<file path="src/design/aca_pkg.sv">
`default_nettype none
package aca_pkg;

	localparam int NODE_W = 10;
	localparam int SYM_W = 5;

	localparam logic [1:0] OP_INSERT = 2'd0;
	localparam logic [1:0] OP_BUILD = 2'd1;
	localparam logic [1:0] OP_MATCH = 2'd2;

	localparam logic [1:0] ST_OK = 2'd0;
	localparam logic [1:0] ST_FULL = 2'd1;
	localparam logic [1:0] ST_AFTER_BUILD = 2'd2;
	localparam logic [1:0] ST_BEFORE_BUILD = 2'd3;

	typedef struct packed {
		logic [1:0] opcode;
		logic [SYM_W-1:0] symbol;
		logic mark;
	} req_t;

	typedef struct packed {
		logic [NODE_W-1:0] node;
		logic [NODE_W-1:0] fail_node;
		logic [1:0] status;
	} rsp_t;

	// decoded word, symbol already reduced into the alphabet
	typedef struct packed {
		logic [1:0] opcode;
		logic [SYM_W-1:0] symbol;
		logic mark;
	} cmd_t;

endpackage
`default_nettype wire

</file>
<file path="src/design/aca_front.sv">
`default_nettype none
module aca_front #(
	parameter int ALPHABET = 26
) (
	input  aca_pkg::req_t req,
	input  wire           req_valid,
	input  wire           fifo_full,
	input  wire           clearing,
	output logic          req_stall,
	output logic          push,
	output aca_pkg::cmd_t cmd
);
	import aca_pkg::*;

	logic [SYM_W-1:0] sym_mod;

	// symbol reduced modulo the alphabet by a constant table
	always_comb begin
		sym_mod = '0;
		for (int i = 0; i < 32; i++) begin
			if (req.symbol == SYM_W'(i)) begin
				sym_mod = SYM_W'(i % ALPHABET);
			end
		end
	end

	assign req_stall = fifo_full | clearing;
	assign push = req_valid & ~req_stall;
	assign cmd = '{opcode: req.opcode, symbol: sym_mod, mark: req.mark};

endmodule
`default_nettype wire

</file>
<file path="config.mk">
export PLATFORM = sky130hd
export DESIGN_NAME = aca_front
export DESIGN_NICKNAME = d
export VERILOG_FILES = /design/src/design/aca_pkg.sv /design/src/design/aca_front.sv
export SDC_FILE = /design/constraint.sdc
export NUM_CORES = 1
export LEC_CHECK = 0
export BUFFER_PORTS_ARGS = -buffer_cell sky130_fd_sc_hd__buf_2
export CORE_AREA = 2 2 39 41
export DETAILED_ROUTE_END_ITERATION = 12
export DIE_AREA = 0 0 41 43
export MAX_ROUTING_LAYER = met4
export SLEW_MARGIN = 5
export SYNTH_ARGS = -nofsm -noshare
export SYNTH_HDL_FRONTEND = slang
export SYNTH_SLANG_ARGS = --single-unit
</file>
<file path="constraint.sdc">
create_clock -name vclk -period 0.8
set_clock_uncertainty 0.15 [all_clocks]
set_input_delay 0.12 -clock vclk [all_inputs]
set_output_delay 0.12 -clock vclk [all_outputs]
set_load 0.005 [all_outputs]
</file>
-- Word-level counts from Yosys, hierarchy flattened
Index checks and enable logic that the tools add are counted.
- equality and inequality tests: 31
- muxes and demuxes: 31
- bitwise gates (word level): 3
- operators with widths (cell ; count):
    5-bit two-way mux ; 30
    5-bit equality test (second input constant) ; 16
    5-bit by 4-bit equality test with 1-bit output (second input constant) ; 8
    5-bit by 3-bit equality test with 1-bit output (second input constant) ; 4
    5-bit by 2-bit equality test with 1-bit output (second input constant) ; 2
    5-bit by 1-bit equality test with 1-bit output (second input constant) ; 1
    1-bit bitwise AND ; 1
    1-bit two-way mux ; 1
    1-bit NOT ; 1
    1-bit bitwise OR ; 1
- flip-flop bits (word level): 0
- output and inout port bits: 10
- word-level logic and storage cells: 65

-- Longest topological paths before layout
- depth in word-level cells: 32
- gate-level depth with buffers: 2
- depth with buffers taken out: 2

-- Worst setup path before layout
Ideal clock, no wire load.
- kind: input port to output port
- start: input req[3] (netlist name)
- end: output cmd[4] (netlist name)
- data arrival time: 507 ps
- setup slack: 23 ps
- stages: 2
- buffers on the path: 0
- cells stage by stage: or2_1 -> a21boi_1
- RTL lines (what ; RTL line ; source):
    from (decl) ; aca_front.sv:5 ; input aca_pkg::req_t req,
    to (decl) ; aca_front.sv:11 ; output aca_pkg::cmd_t cmd

==> impl_metrics.sql <==
INSERT INTO impl_metrics (metric_group, metric, value, unit) VALUES
('outcome', 'result_of_the_run', 'finished, violations left', ''),
('outcome', 'failed_checks', 'setup timing', ''),
('placement', 'routabilityCongestion', '0.543', ''),
('layout', 'layout.nets', '37', ''),
('synth', 'post_synth_inst_count', '14', ''),
('sta', 'final_critical_path_setup_slack', '-179', 'ps'),
('worst_setup_path', 'cp_data_required_time', '530', 'ps'),
('detailed_routing', 'wirelength', '267', 'um'),
('detailed_routing', 'per_cell_via_count_in_the_routed_design', '3.28', ''),
('layout', 'nFillCells', '154', ''),
('worst_setup_path', 'timing.critical_path.fanout_max', '3', ''),
('worst_setup_path', 'critical_path_depth', '4', ''),
('global_routing', 'grt_start_max_net_pins', '5', ''),
('sta', 'tightest_slew', '99.7', 'ps'),
('floorplan', 'fp-row-count', '14', ''),
('layout', 'seq_cells', '0', ''),
('global_routing', 'met1_use_gr', '0.949', '%'),
('global_routing', 'grt_pass1_wl', '310', 'um'),
('global_routing', 'grt_use_met3', '0', '%'),
('sta', 'slew_viol_final', '0', ''),
('min_path', 'timing.hold.worst.class', 'input port to output pin', ''),
('global_routing', 'grt_busiest_layer', 'met2', ''),
('worst_setup_path', 'cp_top_family', 'multiplexers', ''),
('detailed_routing', 'drc', '0', ''),
('layout', 'syn_to_final_growth', '129', '%'),
('worst_setup_path', 'setup.worst_path.start_class', 'input port', ''),
('layout', 'clock_buffer_count', '0', ''),
('global_routing', 'grt_antenna_before_repair', '0', ''),
('detailed_routing', 'ant_nets_after_route', '0', ''),
('floorplan', 'placeable_core_area', '1380', 'sq um'),
('synth', 'mappedNetlistNets', '25', ''),
('worst_setup_path', 'critPathKind', 'input port to output pin', ''),
('placement', 'portBuffers', '13', ''),
('worst_setup_path', 'timing.critical_path.mode_cell', 'sky130_fd_sc_hd__buf_6', ''),
('sta', 'rsz_0062_raised_after_global_routing', 'yes', ''),
('synth', 'seq_total_area_yosys', '0', '%'),
('layout', 'antenna_cells', '0', ''),
('detailed_routing', 'vias', '131', ''),
('placement', 'dp_hpwl', '202', 'um'),
('power_and_ir_drop', 'power.density_cell_area', '470', 'nW/um^2'),
('sta', 'setup_total_negative_slack', '-645', 'ps'),
('floorplan', 'start_util', '6.78', '%'),
('floorplan', 'fp.dieArea', '1760', 'sq um'),
('worst_setup_path', 'cp_slowest_cell', 'sky130_fd_sc_hd__mux2_4', ''),
('worst_setup_path', 'timing.critical_path.arrival', '710', 'ps'),
('worst_setup_path', 'crit_path_buffers_inverters', '2', ''),
('sta', 'timing.slew.headroom', '93.3', '%'),
('worst_setup_path', 'max_stage_delay', '260', 'ps'),
('sta', 'final.min_clock_period', '979', 'ps'),
('floorplan', 'top_level_ports', '21', ''),
('global_routing', 'overflow', '0', ''),
('sta', 'max_freq', '1.02', 'GHz'),
('min_path', 'hp-start', 'req[0]', ''),
('layout', 'postLayoutCoreUtil', '15.6', '%'),
('layout', 'area.sequential', '0', 'sq um'),
('synth', 'synth.yosys.warnings', '0', ''),
('worst_setup_path', 'cell_chain_of_the_critical_path', 'buf_6, nor2b_1, mux2_4, buf_6', ''),
('worst_setup_path', 'setup.worst_path.end_class', 'output pin', ''),
('layout', 'post_route_cells_drive_above_1_share', '75.0', '%'),
('sta', 'timing.final.crit_share', '122', '%'),
('power_and_ir_drop', 'static-leakage-power', '0.111', 'nW'),
('global_routing', 'first_global_vias', '95', ''),
('sta', 'timing_hold_violations_final', '0', ''),
('min_path', 'hold-path-cell-count', '0', ''),
('min_path', 'whs_endpoint', 'cmd[0]', ''),
('synth', 'yosys.cell_types.count', '10', ''),
('sta', 'setup_violations', '6', ''),
('worst_setup_path', 'worst_setup_path_startpoint', 'req[3]', ''),
('detailed_routing', 'routedWlPerCell', '6.68', 'um'),
('global_routing', 'groute.usage.overall', '2.46', '%'),
('synth', 'post_synth_design_cell_area', '93.8', 'sq um'),
('global_routing', 'gr-usage-met2', '6.56', '%'),
('floorplan', 'chipHeight', '43', 'um'),
('detailed_routing', 'drtIter0Drc', '0', ''),
('synth', 'syn-mean-instance-area', '6.70', 'sq um'),
('detailed_routing', 'drt_pass1_iterations', '1', ''),
('floorplan', 'chip_width', '41', 'um'),
('power_and_ir_drop', 'worst_ir_drop_vdd', '0.0658', 'mV'),
('flow_run', 'max_cap_violations', '0', '');
==> synthesized netlist by cell type <==
| cell type | instances | area, sq um |
|---|---|---|
| sky130_fd_sc_hd__buf_4 | 3 | 22.5 |
| sky130_fd_sc_hd__a21boi_1 | 2 | 15.0 |
| sky130_fd_sc_hd__or2_1 | 2 | 12.5 |
| sky130_fd_sc_hd__clkbuf_1 | 1 | 3.75 |
| sky130_fd_sc_hd__inv_1 | 1 | 3.75 |
| sky130_fd_sc_hd__mux2_4 | 1 | 15.0 |
| sky130_fd_sc_hd__nand2_1 | 1 | 3.75 |
| sky130_fd_sc_hd__nor2_1 | 1 | 3.75 |
| sky130_fd_sc_hd__nor2b_1 | 1 | 6.26 |
| sky130_fd_sc_hd__o21a_1 | 1 | 7.51 |
==> worst max-delay path by stage <==
stage,to,slack [ps]
after floorplan,cmd[4],20
after global placement,cmd[2],-220
after detailed placement,cmd[2],-230
after CTS,cmd[2],-180
after global routing,cmd[5],-220
final,cmd[2],-180
==> per-stage QoR <==
stage	total power [mW]	hold WS, ps	area [sq um]	cells	setup WS [ps]
floorplan	0.0421	140	93.8	14	22.7
global placement	0.0641	90.0	153	39	-216
detailed placement	0.0662	90.0	153	39	-227
CTS	0.0912	90.0	198	39	-180
global route	0.113	90.0	215	40	-218
finish	0.101	90.0	215	40	-179
==> layout make-up <==
class              count  area (sq um)  area share (%)
inverters              1          3.75            1.74
repair buffers        14           114            52.9
multi-input cells      9          77.6            36.0
well taps             16          20.0            9.30
==> cells by family (layout without fill, tap and decap cells) <==
logic type	after synthesis	after routing	synth area share [%]
simple gates	5	5	28.0
buf+inv	5	15	32.0
compound gates	3	3	24.0
mux	1	1	16.0
==> power breakdown <==
| part | switching, mW | total [mW] | internal, mW | leakage, nW |
|---|---|---|---|---|
| sequential | 0 | 0 | 0 | 0 |
| combinational | 0.0325 | 0.101 | 0.0688 | 0.111 |
| clock | 0 | 0 | 0 | 0 |
==> metal layers <==
layer  wire length [um]  vias up
li1                   -       62
met1                 78       56
met2                146       13
met3                 41        0
met4                  0        0
met5                  0        -
==> what timing repair did <==
action,in CTS,in global routing
pin swaps,4,2
cloned,0,0
resized for setup,8,3
hold buffers,0,0
buffers inserted,0,1
endpoints found under the setup margin,6,6
endpoints found under the hold margin,0,0
==> cells in the final DEF (no fill, tap or decap), drive strengths merged <==
cell / count
buf: 14
nand2: 1
nor2: 1
or2: 2
o21a: 1
nor2b: 1
mux2: 1
a21boi: 2
inv: 1
Power figures use the tool's default switching activity.
