`config.mk`:
```
export PLATFORM = sky130hd
export DESIGN_NAME = aca_cmd_fifo
export DESIGN_NICKNAME = d
export VERILOG_FILES = /design/src/design/aca_pkg.sv /design/src/design/aca_cmd_fifo.sv
export SDC_FILE = /design/constraint.sdc
export NUM_CORES = 1
export LEC_CHECK = 0
export ABC_AREA = 1
export BUFFER_PORTS_ARGS = -buffer_cell sky130_fd_sc_hd__buf_2
export CAP_MARGIN = 20
export CORE_MARGIN = 2
export CORE_UTILIZATION = 37
export CTS_BUF_LIST = sky130_fd_sc_hd__clkbuf_16
export DETAILED_ROUTE_END_ITERATION = 6
export PLACE_DENSITY = 0.7
export RECOVER_POWER = 25
export SLEW_MARGIN = 25
export SYNTH_ARGS = -nofsm -noshare
export SYNTH_HDL_FRONTEND = slang
export SYNTH_SLANG_ARGS = --single-unit
```
`constraint.sdc`:
```
create_clock -name clk -period 1.6 [get_ports clk]
set_input_delay 0.48 -clock clk [delete_from_list [all_inputs] [get_ports clk]]
set_output_delay 0.48 -clock clk [all_outputs]
set_load 0.02 [all_outputs]
```
`src/design/aca_pkg.sv`:
```
`default_nettype none
package aca_pkg;

	localparam int NODE_W = 10;
	localparam int SYM_W = 5;

	localparam logic [1:0] OP_INSERT = 2'd0;
	localparam logic [1:0] OP_BUILD = 2'd1;
	localparam logic [1:0] OP_MATCH = 2'd2;

	localparam logic [1:0] ST_OK = 2'd0;
	localparam logic [1:0] ST_FULL = 2'd1;
	localparam logic [1:0] ST_AFTER_BUILD = 2'd2;
	localparam logic [1:0] ST_BEFORE_BUILD = 2'd3;

	typedef struct packed {
		logic [1:0] opcode;
		logic [SYM_W-1:0] symbol;
		logic mark;
	} req_t;

	typedef struct packed {
		logic [NODE_W-1:0] node;
		logic [NODE_W-1:0] fail_node;
		logic [1:0] status;
	} rsp_t;

	// decoded word, symbol already reduced into the alphabet
	typedef struct packed {
		logic [1:0] opcode;
		logic [SYM_W-1:0] symbol;
		logic mark;
	} cmd_t;

endpackage
`default_nettype wire

```
`src/design/aca_cmd_fifo.sv`:
```
`default_nettype none
module aca_cmd_fifo (
	input  wire           clk,
	input  wire           arst_n,
	input  wire           push,
	input  aca_pkg::cmd_t push_data,
	input  wire           pop,
	output logic          full,
	output logic          not_empty,
	output aca_pkg::cmd_t head
);
	import aca_pkg::*;

	cmd_t       mem_q [2];
	logic       wr_q;
	logic       rd_q;
	logic [1:0] cnt_q;

	always_ff @(posedge clk or negedge arst_n) begin
		if (!arst_n) begin
			wr_q <= 1'b0;
			rd_q <= 1'b0;
			cnt_q <= 2'd0;
		end else begin
			if (push) begin
				wr_q <= ~wr_q;
			end
			if (pop) begin
				rd_q <= ~rd_q;
			end
			if (push && !pop) begin
				cnt_q <= cnt_q + 2'd1;
			end else if (pop && !push) begin
				cnt_q <= cnt_q - 2'd1;
			end
		end
	end

	always_ff @(posedge clk) begin
		if (push) begin
			mem_q[wr_q] <= push_data;
		end
	end

	assign full = cnt_q[1];
	assign not_empty = cnt_q != 2'd0;
	assign head = mem_q[rd_q];

endmodule
`default_nettype wire

```
== Word-level counts from Yosys, hierarchy flattened ==
Memory sizes are Yosys's and may differ from the RTL's.
Index checks and enable logic that the tools add are counted.
Word-level totals
  register bits: 4
  bits in writable memories: 16
  input bits: 12
  output and inout bits: 10
  word-level logic and storage cells: 18
  memories: 1
Operators by class
  add/sub/neg operators: 2
  muxes and demuxes: 4
  bitwise gates (word level): 2
  reduce and logical (&&, ||, !) cells: 6
Memory list
  mem_q: depth 2, width 8, read ports 1, clocked after Yosys merged registers in 0, write ports 1, RTL line aca_cmd_fifo.sv:14  | cmd_t mem_q [2];
Operators by type and width (count)
  $mux 2: 2
  $reduce_bool 2->1: 2
  $add 2x1->2 const B: 1
  $logic_and 1x1->1: 2
  $logic_not 1->1: 2
  $mux 1: 2
  $not 1->1: 2
  $sub 2x1->2 const B: 1

== Logic depth before layout (Yosys ltp) ==
  word-level depth: 4
  depth in mapped cells: 7
  depth with buffers taken out: 7

== Worst setup path before layout ==
Ideal clock, no wire load.
  path kind: reg-to-output
  from: reg rd_q
  to: out head[0] in the netlist's numbering
  data arrival time: 826 ps
  required time: 1120 ps
  path slack: 294 ps
  cell stages (with the launch flop): 3
  path buffers: 1
  cells stage by stage: dfrtp_1 buf_6 mux2_4
RTL lines
  start: declaration: RTL line aca_cmd_fifo.sv:16  | logic rd_q;
  start signal: assignment: RTL line aca_cmd_fifo.sv:29  | rd_q <= ~rd_q;
  end: declaration: RTL line aca_cmd_fifo.sv:10  | output aca_pkg::cmd_t head

==> impl_results.md <==
- Area of the core: approximately 2000 µm²
- Cell repeated most along the worst path: sky130_fd_sc_hd__buf_6
- Global-route wire length before repair: about 2.1 mm
- Pin count of the biggest net entering global routing: 12
- CTS Root Buffer Type: sky130_fd_sc_hd__clkbuf_16
- Highest clock rate: a little under 0.6 GHz
- Area fraction in compound gates after synthesis: 0%
- Slowest CP cell: sky130_fd_sc_hd__dfrtp_2
- Remaining antenna violation count: 0
- Most area-hungry cell type in the Yosys netlist: sky130_fd_sc_hd__edfxtp_1
- R2R setup slack: roughly 0.55 ns
- Mux share of post-synthesis cell area: between 10% and 20%
- Power share of the clock group: between 20% and 30%
- Gp weighted congestion: between 0.6 and 0.7
- Family of cells with the greatest summed delay on the critical path: flip-flops
- Number of design rule violations left after detail routing: 0
- Max-cap check violation count: 0
- Fin. max-slew vios: 0
- Setup-violating endpoint count in the final report: 8
- CP Cell Sequence: buf_6, mux2_4, buf_6
- Max-Slew Margin vs Limit: about 79%
- Crit path capture type: output port
- Number of cells on the worst reg-to-reg path: 4
- CTS buffer count: 3
- Shortest period the worst path allows: between 1.5 and 2 ns
- Fillers: 170
- # IOs: 22
- Leakage power total: roughly 0.5 nW
- Transition at the pin with the smallest max-transition slack: about 0.31 ns
- Die H: roughly 51 µm
- Final worst-path cycle share: 106.8%
- Dominant combinational cell family by area after synthesis: multiplexers
- PortBufs: 21
- Total of hold buffers inserted after clock tree synthesis: 0
- Area fraction of the dominant cell type after synthesis: approximately 60%
- Global-route congestion overflow total: 0
- Area growth from synthesis to layout: 37.02%
- Critical Path Source Type: register
- Unrepaired setup endpoints after global routing: true
- Vias in the first global route: 499
- Top library cells by usage in the layout, fill and taps aside: 16 x sky130_fd_sc_hd__edfxtp_1, 12 x sky130_fd_sc_hd__buf_2, 10 x sky130_fd_sc_hd__buf_6, 8 x sky130_fd_sc_hd__mux2_4, 7 x sky130_fd_sc_hd__inv_1
- Average cell area after synthesis: about 17 µm²
- Failing checks: negative setup slack
- Synth Net Count: 62
- Critical path's largest stage delay: approximately 0.4 ns
- Initial DRT Pass Iterations: 3
- Maximum clock path buffer count: 2
- Worst Hold Margin: 0.05821 ns
- Via density per instance: ~4.4
- Final setup margin: -0.1096 ns
- Sinks on Clock Net: 20
- Via Count: between 400 and 500
- Worst-path clk slew: 0.05 ns
- Part of the power in combinational logic: 40.1%
- Hold Fails Final Rpt: 0
- Synthesized instance count: just under 50
- Buf/Inv on CP: 2
- Die ar.: 2593 µm²
- Width of the die: roughly 50 µm
- Number of inserted diodes: 0
- Run status: complete, but fails checks
- Nets: just over 90
- Final wirelength: 1.198 mm
- Most common cell after layout, fill and taps aside: sky130_fd_sc_hd__edfxtp_1
- Placed inst area: 949.7 µm²
- Clock tree from TritonCTS: yes
- Worst skew pair latency: around 0.25 ns
- Warning count from the yosys run: 0
- Worst IR Drop VDD: 0.8586 mV
- Synth cell types: 12
- Parity-gate share of the synthesized area counting xor and xnor cells: about 3.2%
- R2R Path End: rd_q
- Type of the worst setup path: register to output port
- Top area cells in the synthesized netlist: sky130_fd_sc_hd__edfxtp_1 59%, sky130_fd_sc_hd__mux2_4 15%, sky130_fd_sc_hd__dfrtp_1 12%
- Final routed wire length divided by cell count: 11.41 µm
- All-layer global routing usage: 11.15%
- Worst min-delay path category: input pin to asynchronous set/reset pin
- Sequential area share after synthesis: 71.27%
- Effective utilization at floorplan: 40.28%
- Core Rows: 16
- Number of DRC markers in iteration 0: 3
- Startpoint of the most critical register-to-register path: rd_q
- Number of synthesized register bits: 20
- Required time at the endpoint of the critical path: between 1 and 1.5 ns
- Final instance area: roughly 1100 µm²
- Adder-Cell Fraction of Synth Area: 1.536%
- Maximum clock skew at final layout: between 0.003 and 0.004 ns
- CTS HTree Levels: 1
- Ratio of cells with drive above 1 in the final layout: 47.44%
- Power density over the cells: 1896 nW/µm²
- Maximum fanout along the worst path: 5
- Area fraction in and, or, nand and nor cells after synthesis: 4.608%
- WP data arrival: ~1.2 ns
- Fraction of power consumed by sequential logic: a little over a third
- Net switching power figure: 616.6 µW
- Antenna violations before repair: 0
- Internal power consumption: approximately 1.5 mW
- Post-Synthesis Cell Area: 814.5 µm²
- Net Sw Frac: between 20% and 30%
power groups by stage:
stage               combinational [mW]  clock [mW]  sequential [mW]
finish                           0.849       0.497            0.770
global route                     0.918       0.526            0.788
CTS                              0.840       0.508            0.771
detailed placement               0.588           0            0.828
global placement                 0.578           0            0.819
floorplan                        0.484           0            0.779
cells in the mapped netlist:
cell type / instances
sky130_fd_sc_hd__nand4_1: 1
sky130_fd_sc_hd__buf_6: 1
sky130_fd_sc_hd__ha_1: 1
sky130_fd_sc_hd__nor2_1: 1
sky130_fd_sc_hd__xnor2_1: 1
sky130_fd_sc_hd__mux2_4: 8
sky130_fd_sc_hd__edfxtp_1: 16
sky130_fd_sc_hd__dfrtp_1: 4
sky130_fd_sc_hd__nand3_1: 1
sky130_fd_sc_hd__inv_1: 7
sky130_fd_sc_hd__xor2_1: 2
sky130_fd_sc_hd__nand2_1: 6
what timing repair did:
action,CTS,global route
setup endpoints to repair,8,8
setup buffers,3,1
resized for setup,20,0
worst register-to-register path: stages, from the launching register on:
cell and delay (ns):
sky130_fd_sc_hd__dfrtp_2 0.41, sky130_fd_sc_hd__buf_6 0.13, sky130_fd_sc_hd__buf_4 0.13, sky130_fd_sc_hd__buf_4 0.12, sky130_fd_sc_hd__xor2_1 0.14
state kept, by name (all words and copies together), names as in the netlist:
register and flops:
mem_q 16, cnt_q 2, rd_q 1, wr_q 1
metal layers:
layer  global-route usage (%)  wire, µm  vias to the layer above
met2                    19.70       625                       14
met4                    6.757        13                        0
met3                    2.047        57                        2
li1                         -         -                      227
met5                        0         0                        -
met1                    12.31       502                      214
how the worst max path moves through the flow:
stage	cells after the start	slack, ns	to	from
global route	3	-0.14	head[7]	rd_q
finish	3	-0.11	head[7]	rd_q
CTS	3	-0.11	head[7]	rd_q
global placement	2	-0.02	head[7]	rd_q
detailed placement	2	-0.03	head[7]	rd_q
floorplan	2	0.29	head[0]	rd_q
cell families after synthesis:
| group | count (synthesis) |
|---|---|
| buffers and inverters | 8 |
| DFF | 20 |
| xor gates and xnor gates | 3 |
| muxes | 8 |
| and+or+nand+nor | 9 |
| adders and majority gates | 1 |
metrics by stage:
stage	utilization, %	std cells	total power, mW	TNS (ns)	worst slack (ns)
final	55.20	105	2.116	-0.8000	-0.1096
after global routing	55.20	105	2.232	-1.007	-0.1363
after CTS	54.89	104	2.118	-0.8250	-0.1127
after detailed placement	46.97	97	1.416	-0.1965	-0.03288
after global placement	46.97	97	1.397	-0.05698	-0.01704
after floorplan	-	49	1.263	0	0.2937
area by class of cell:
type / count / area [µm²] / area share, %
sequential: 20 / 581.8 / 52.13
multi-input combinational: 21 / 196.4 / 17.60
inverter: 7 / 26.28 / 2.354
timing repair buffer: 26 / 198.9 / 17.83
clock inverter: 1 / 3.754 / 0.3363
tap: 27 / 33.78 / 3.027
clock buffer: 3 / 75.07 / 6.726
Power figures use the tool's default switching activity.
